## src/rtl/ord_pkg.sv

```systemverilog
// Package for the output-restricted deque: command, status and cell-operation codes,
// the request and result item structs, and default sizes.
// No dependencies.
`default_nettype none

package ord_pkg;

	// Default storage sizes.
	localparam int DEPTH_DEF      = 64;
	localparam int DATA_WIDTH_DEF = 32;

	// Fixed widths of the item fields.
	localparam int VALUE_W = 32;

	// Command codes carried by a request item.
	typedef enum logic [1:0] {
		CMD_PUSH_FRONT = 2'd0,
		CMD_PUSH_BACK  = 2'd1,
		CMD_POP_FRONT  = 2'd2,
		CMD_LIST       = 2'd3
	} cmd_e_t;

	// Status codes carried by a result item.
	typedef enum logic [2:0] {
		STAT_INSERTED = 3'd0,
		STAT_POPPED   = 3'd1,
		STAT_EMPTY    = 3'd2,
		STAT_LISTED   = 3'd3,
		STAT_FULL     = 3'd4
	} status_e_t;

	// Operation broadcast to every cell of the row at once.
	typedef enum logic [2:0] {
		OP_HOLD,
		OP_PUSH_FRONT,
		OP_PUSH_BACK,
		OP_POP,
		OP_ROTATE
	} cell_op_e_t;

	// Controller states.
	typedef enum logic {
		S_IDLE,
		S_LIST
	} state_e_t;

	typedef struct packed {
		cmd_e_t                     cmd;
		logic signed [VALUE_W-1:0]  value;
	} req_t;

	typedef struct packed {
		status_e_t                  status;
		logic signed [VALUE_W-1:0]  item;
		logic                       last;
	} res_t;

endpackage

`default_nettype wire

```

## src/rtl/ord_cell.sv

```systemverilog
// One storage cell of the deque row: a data word and an occupied flag.
// Takes data from its left or right neighbor, the new item value or the head word,
// as the broadcast operation says. Depends on ord_pkg.
`default_nettype none

module ord_cell #(
	parameter int DATA_WIDTH = ord_pkg::DATA_WIDTH_DEF
) (
	input  wire                       clk,
	input  wire                       arst_n,
	input  ord_pkg::cell_op_e_t       op,
	input  wire  [DATA_WIDTH-1:0]     new_d,
	input  wire  [DATA_WIDTH-1:0]     head_d,
	input  wire  [DATA_WIDTH-1:0]     left_d,
	input  wire                       left_v,
	input  wire  [DATA_WIDTH-1:0]     right_d,
	input  wire                       right_v,
	output logic [DATA_WIDTH-1:0]     d,
	output logic                      v
);

	logic [DATA_WIDTH-1:0] data_q;
	logic                  vld_q;
	logic [DATA_WIDTH-1:0] data_n;
	logic                  vld_n;

	// Next contents of this cell for each row operation.
	always_comb begin
		data_n = data_q;
		vld_n  = vld_q;
		unique case (op)
			ord_pkg::OP_HOLD: begin
			end
			ord_pkg::OP_PUSH_FRONT: begin
				data_n = left_d;
				vld_n  = left_v;
			end
			ord_pkg::OP_PUSH_BACK: begin
				// The first free cell behind the occupied run takes the new value.
				if (!vld_q && left_v) begin
					data_n = new_d;
					vld_n  = 1'b1;
				end
			end
			ord_pkg::OP_POP: begin
				data_n = right_d;
				vld_n  = right_v;
			end
			ord_pkg::OP_ROTATE: begin
				// The occupied run turns by one: the tail takes the head word.
				if (vld_q && !right_v) begin
					data_n = head_d;
				end else if (vld_q) begin
					data_n = right_d;
				end
			end
			default: begin
			end
		endcase
	end

	// Occupied flag.
	always_ff @(posedge clk or negedge arst_n) begin
		if (!arst_n) begin
			vld_q <= 1'b0;
		end else begin
			vld_q <= vld_n;
		end
	end

	// Data word, meaningful only while occupied.
	always_ff @(posedge clk) begin
		data_q <= data_n;
	end

	assign d = data_q;
	assign v = vld_q;

endmodule

`default_nettype wire

```

## config.mk

```make
export PLATFORM = sky130hd
export DESIGN_NAME = ord_cell
export DESIGN_NICKNAME = d
export VERILOG_FILES = /design/src/rtl/ord_pkg.sv /design/src/rtl/ord_cell.sv
export SDC_FILE = /design/constraint.sdc
export NUM_CORES = 1
export LEC_CHECK = 0
export BUFFER_PORTS_ARGS = -buffer_cell sky130_fd_sc_hd__buf_2
export CORE_MARGIN = 4
export CORE_UTILIZATION = 30
export CTS_CLUSTER_SIZE = 10
export DETAILED_ROUTE_END_ITERATION = 7
export PLACE_DENSITY = 0.65
export SLEW_MARGIN = 20
export SYNTH_ARGS = -nofsm -noshare
export SYNTH_HDL_FRONTEND = slang
export SYNTH_SLANG_ARGS = --single-unit
```

## constraint.sdc

```tcl
create_clock -name clk -period 7.5 [get_ports clk]
set_clock_uncertainty 0.15 [all_clocks]
set_input_delay 0.375 -clock clk [delete_from_list [all_inputs] [get_ports clk]]
set_output_delay 0.375 -clock clk [all_outputs]
set_load 0.01 [all_outputs]
```

* Yosys cells after proc, flatten, opt, wreduce, memory -nomap -nowiden
Index checks and enable logic that the tools add are counted.
Cells by class: equality and inequality tests 6, mux-type cells 6, reduce and logical (&&, ||, !) cells 8
Operator list (count):
- 32-bit case mux with 4 select lines | 1
- 32-bit 2-to-1 mux | 3
- 3-bit by 2-bit == test with 1-bit output, second input constant | 2
- 4-bit nonzero test | 1
- 3-bit by 1-bit == test with 1-bit output, second input constant | 1
- 3-bit == test, second input constant | 1
- 3-bit inequality test, second input constant | 1
- 1-bit case mux with 3 select lines | 1
- 3-bit AND reduction | 1
- 3-bit nonzero test | 1
- 1-bit logical AND | 2
- 1-bit zero test | 2
- 2-bit inequality test, second input constant | 1
- 2-bit AND reduction | 1
- 1-bit 2-to-1 mux | 1
Storage, ports and cells: bits in registers 33, bits of input ports 135, output and inout port bits 33, word-level logic and storage cells 22

* Depth between registers and ports, before layout
Gate-level depths: netlist of the first run.
depth in word-level cells 4, gate-level depth with buffers 5, depth with buffers taken out 3

* Worst setup path after synthesis of the first run
OpenSTA, ideal clock, no wires.
path kind input to register, start point in op[1], end point reg data_q[0] (netlist: d[0]) (enable), library setup time 430 ps, arrival time 2398 ps, data required time 6920 ps, path slack 4523 ps, stages 4, buffers on the path 2, cells stage by stage buf_4 buf_2 a31oi_1 o2bb2ai_1
On the way: longest elaborated chain between the ends 3, elaborated cells between the ends (all ways) 8, classes of those cells eq/ne (6); reduce/logical (2)
RTL lines:
- start, declared | RTL line ord_cell.sv:11 | input ord_pkg::cell_op_e_t op,
- 3-bit == test, or another cell as far along | RTL line ord_cell.sv:31 | unique case (op)
- 3-bit inequality test (no line), or another cell as far along
- 3-bit AND reduction (no line) (*)
- end signal, assigned | RTL line ord_cell.sv:73 | data_q <= data_n;
- end, declared | RTL line ord_cell.sv:22 | logic [DATA_WIDTH-1:0] data_q;
Mark *: on every way between the ends. The rest lies on a longest branch, timed or not. A chain may end at the register's enable or synchronous reset.

* Worst setup path in the final report of the first run
start point in op[0], end point reg data_q[25] (netlist: d[25]) (enable)
Same word-level chain as after synthesis.

==> run summary, run 1 <==
GP Congestion - 0.7220
Num CTS Buffers - 5
Wire per inst - 16.11 microns
Async set or reset register ratio after synthesis - 0.03030
Antenna diodes - 0
Total GRT Usage - 0.1449
Flops & latches, synth - 33
Port bufs - 167
Largest net degree at the start of global routing - 39
Crit path required time - 7250 ps
Post-DP HPWL - 6298 microns
Routed WL - 8779 microns
GR Overflow Total - 0
Max Freq - 446.8 MHz
Warnings, synthesis - 0
Placement Rows - 35
Worst-case vdd ir drop - 0.05154 mV
Tightest Pin Transition - 1001 ps
Min-delay worst type - primary input to async pin
CTS Root Cell - clkbuf_8
Total Nets Final - 551
Routed vias - 2,688
Ports - 168
Setup_tns - 0 ps
Max FO, Critical Path - 37
Data arrival, critical path - 1990 ps
Number of synthesized flops with an enable pin - 32
Max transition margin - 0.3313
Mapped Area - 2913 sq um
Cts hold-fix bufs - 1
Critical path type - primary input to flip-flop
Global-route wire length before repair - 13,410 microns
Yosys cell types - 25
Post-CTS Resized - 0
Slew Viols, Final - 0
Fin crit share - 0.2984
Initial Util - 0.3123
Max cap viols - 0
Die X - 106.5 microns
Initial antenna violation count - 0
Max clock buf depth - 2
Antenna viol nets, final - 0
Leakage - 1.805 nW
Layout cells sized above 1 - 0.5793
Num Clock Sinks - 33
Vias per inst - 4.932
Pre-CTS setup slack - 4855 ps
Post-Syn Instances - 262
Setup violators final - 0
Final WS setup - 5262 ps
Worst setup SP type - primary input
RSZ-0062 raised after global routing - no
Die area - 11,350 sq um
Main synth FF type - edfxtp_1
Clk_lat worst skew - 280 ps
Finished Layout Cells - 545
Synthesized net count - 397
Die height - 106.5 microns
Status - completed
Post-layout min period - 2238 ps
DRC viols - 0
CP Capture Type - flip-flop
CTS tree - built
Placed cell count - 536
Core Region - 9328 sq um
Synth-to-layout area growth - 33.51%
Mean Syn Cell Area - 11.12 sq um
Post-CTS Setup Inserts - 0
Power per cell area - 139.7 nW/um^2
Vias in the first global route - 2,822
Drt first pass iters - 4
Initial DRC Count - 150
Final Hold Vio Count - 0
Clock transition at path regs - 70 ps
Number of H-tree levels - 2
Sequential area share after synthesis - 0.3385
-- final cells by class --
cell class                 instances  area (sq um)
clock inverter                     1         3.754
fill                             926          5439
inverter                           2         7.507
sequential                        33         985.9
clock buffer                       6         72.57
timing repair buffer             172         895.9
multi-input combinational        202          1762
tap                              129         161.4
-- logic make-up after synthesis --
kind of cell | Yosys count | share of synthesized area
AO/OA/AOI/OAI | 101 | 0.2388
AND/OR/NAND/NOR | 36 | 0.08076
multiplexers | 65 | 0.2719
buffers and inverters | 27 | 0.07001
flip-flops | 33 | 0.3385
-- through the flow --
stage / cell area (sq um) / hold slack (ps) / total power, W / util
2_1_floorplan: 2913 / -70.59 / 0.0003520 / -
3_3_place_gp: 3765 / 2.768 / 0.0004159 / 0.4036
3_5_place_dp: 3765 / 3.054 / 0.0004201 / 0.4036
4_1_cts: 3851 / 229.3 / 0.0005525 / 0.4129
5_1_grt: 3889 / 237.6 / 0.0005762 / 0.4169
6_report: 3889 / 244.8 / 0.0005431 / 0.4169
-- sequential cells by signal (all words and copies together), names as in the netlist --
signal	cells
d	32
v	1
-- synthesized netlist by cell type (2+ instances only) --
cell,instances,area (sq um)
mux2i_1,33,330.3
nor2b_1,33,206.5
a22oi_1,32,240.2
edfxtp_1,32,960.9
o21ai_0,32,160.2
a21oi_2,27,236.5
mux2_4,27,405.4
buf_4,9,67.56
a21oi_1,6,30.03
buf_2,5,25.02
clkbuf_1,5,18.77
mux2_2,5,56.30
a31oi_1,2,12.51
buf_12,2,40.04
buf_6,2,22.52
-- power by group --
part	internal, W	switching [W]	total, W	leakage [nW]
combinational	0.0000946	0.0000923	0.000187	1.45
clock	0.0000626	0.0000637	0.000126	0.0387
sequential	0.000224	0.00000576	0.000230	0.314
-- cells in the final DEF (no fill, tap or decap), types with 2 or more instances in the layout --
master and n:
mux2i_1 33, nor2b_1 32, mux2_4 27, a21oi_1 6, mux2_2 5, edfxtp_1 32, clkbuf_8 5, a31oi_1 2
a22oi_1 32, o21ai_0 32, buf_4 3, buf_2 167, a21oi_2 27
-- critical path: stages --
cell       delay (ps)
buf_2              70
buf_4             520
a31oi_1           160
o2bb2ai_4         840
-- path summary, 6_finish.rpt --
kind	startpoint	endpoint	slack [ps]	depth (start not counted)
setup reg to reg	v	d[25]	5420	3
max in group asynchronous	arst_n	v	6870	2
setup / recovery	op[0]	d[25]	5260	4
hold / removal	arst_n	v	240	2
hold reg to reg	v	v	570	2
min in group clk	right_v	v	290	3
-- layer usage --
layer	wire length, microns	global-route usage	part of all wire	vias to the layer above
met5	0	0	0	-
li1	-	-	-	1306
met1	3633	0.1773	0.41	1238
met4	116	0.04566	0.013	0
met2	4252	0.2502	0.48	134
met3	777	0.03582	0.089	10
(Power assumes the default switching activity.)
==> inputs of run 2 (changes only) <==
Clock period 7.5 ns to 2.1 ns, I/O delays scaled along.
==> run summary, run 2 (same netlist as run 1, synthesis figures left out) <==
Placement Rows - 35 (unchanged)
Total Nets Final - 563 (+2.2%)
RSZ-0062 raised after global routing - no
Routed WL - 9445 microns (+7.6%)
Worst setup SP type - flip-flop
Dpl cell area - 3892 sq um (+3.4%)
Finished Layout Cells - 558 (+2.4%)
Final WS setup - 189.8 ps (-5072 ps)
Psw - 0.0005994 W (+270%)
Num Clock Sinks - 33 (unchanged)
Port bufs - 167 (unchanged)
Final Hold Vio Count - 0 (unchanged)
HP Start - op[2]
Reg2reg start - v
Hold path depth - 3
Critical Path Source - v
CTS Root Cell - clkbuf_8
Global-route wire length before repair - 14,040 microns (+4.7%)
CTS tree - built
Num CTS Buffers - 5 (unchanged)
Synth-to-layout area growth - 37.97%
Core Region - 9328 sq um (unchanged)
Number of H-tree levels - 2 (unchanged)
Max Freq - 523.5 MHz
Leakage - 1.875 nW (+3.9%)
Post-route cell area - 4019 sq um (+3.3%)
Crit path to - d[15]
Data arrival, critical path - 1660 ps (-330 ps)
Crit path largest cell delay - 810 ps (-30 ps)
Post-DP HPWL - 7198 microns (+14%)
Slew Viols, Final - 0 (unchanged)
Int Power - 0.001511 W (+300%)
Clk_lat worst skew - 270 ps (about the same)
Antenna diodes - 0 (unchanged)
Fin crit share - 0.9096
Initial DRC Count - 122 (-19%)
Routed vias - 2,766 (+2.9%)
Total GRT Usage - 0.1560 (+0.01101)
Die area - 11,350 sq um (unchanged)
Post-layout min period - 1910 ps
Most common cell after layout, fill and taps aside - buf_2
Critical path type - flip-flop to flip-flop
Setup violators final - 0 (unchanged)
Min-delay worst type - primary input to flip-flop
Largest net degree at the start of global routing - 33 (-15%)
Commonest cells after routing, fill and taps aside - 167 x buf_2, 33 x mux2i_1
Largest register FFs - 32 (unchanged)
Power per cell area - 525.1 nW/um^2 (+280%)
R2r worst-path depth - 3 (unchanged)
GP Congestion - 0.7663 (+6.1%)
Vias per inst - 4.957 (+0.50%)
Die X - 106.5 microns (unchanged)
Antenna viol nets, final - 0 (unchanged)
Worst hold margin - 21.28 ps (-223.6 ps)
Worst-case vdd ir drop - 0.2476 mV (+380%)
CP max stage cell - o2bb2ai_4
Max transition margin - 0.3450 (+0.01367)
Tightest Pin Transition - 981.0 ps (-20.47 ps)
Clk network pwr share - 0.277 (+0.044)
Crit path required time - 1850 ps (-5400 ps)
Post-CTS Resized - 0 (unchanged)
Pre-CTS setup slack - 178.9 ps (-4676 ps)
R2r setup slk - 190 ps (-5230 ps)
Reg power frac - 0.388 (-0.035)
Initial Util - 0.3123 (unchanged)
Setup_tns - 0 ps (unchanged)
Placed cell count - 548 (+2.2%)
Die height - 106.5 microns (unchanged)
Clock transition at path regs - 70 ps (about the same)
Initial antenna violation count - 0 (unchanged)
Ports - 168 (unchanged)
DRC viols - 0 (unchanged)
CP Capture Type - flip-flop
Layout cells sized above 1 - 0.5897 (+0.01042)
CP cell instances - inv_1 > a31oi_1 > o2bb2ai_4
Max cap viols - 0 (unchanged)
Critical path depth - 3 (-1)
Vias in the first global route - 2,874 (+1.8%)
Top Family by Delay on Critical Path - compound AO/OA/AOI/OAI gates
Status - completed
Max clock buf depth - 2 (unchanged)
Wire per inst - 16.93 microns (+5.1%)
Drt first pass iters - 4 (unchanged)
Power share of the combinational group - 0.335 (-0.009)
Max FO, Critical Path - 32 (-14%)
Buf/Inv on CP - 1 (-1)
GR Overflow Total - 0 (unchanged)
R2R Path End - d[15]
Sw frac - 0.2841 (-0.01373)
-- run 2: cell types whose count changed in the layout (fill, tap and decap cells not counted), sizes merged --
cell / delta
bufinv: +1
dlygate4sd3: +1
buf: +11
-- run 2: tightest hold or removal path: cells and delay by family --
kind            cells  cell delay, ps
compound gates      1              70
buf+inv             2             230
-- run 2: area by class of cell --
cell class | count | area (sq um)
multi-input combinational | 202 | 1752
tap | 129 | 161.4
inverter | 2 | 7.507
clock buffer | 6 | 72.57
clock inverter | 2 | 33.78
fill | 906 | 5309
timing repair buffer | 184 | 1006
sequential | 33 | 985.9
-- run 2: worst min-delay path by stage --
stage	end
after floorplan	v
after global routing	v
after CTS	v
after detailed placement	v
final	v
after global placement	v
-- run 2: timing repair --
| action | in CTS | in global routing |
|---|---|---|
| hold buffers | 2 | 0 |
| endpoints found under the setup margin | 0 | 0 |
| setup buffers | 0 | 0 |
| endpoints found under the hold margin | 1 | 0 |
-- run 2: power by group through the flow --
stage | registers, W | logic [W] | clock network, W
after global placement | 0.000831 | 0.000690 | 0
final | 0.000818 | 0.000707 | 0.000585
after CTS | 0.000819 | 0.000713 | 0.000599
after detailed placement | 0.000832 | 0.000707 | 0
after global routing | 0.000824 | 0.000767 | 0.000625
after floorplan | 0.000861 | 0.000397 | 0
-- run 2: metal layers --
metal	GRT usage	share of wire
met1	0.1984	0.43
met2	0.2629	0.48
met3	0.03582	0.079
met4	0.04749	0.0079
met5	0	0
-- run 2: stage by stage --
| step | total power, W | util |
|---|---|---|
| global placement | 0.001522 | 0.4173 |
| floorplan | 0.001258 | - |
| global route | 0.002215 | 0.4309 |
| finish | 0.002110 | 0.4309 |
| detailed placement | 0.001540 | 0.4173 |
| CTS | 0.002131 | 0.4309 |
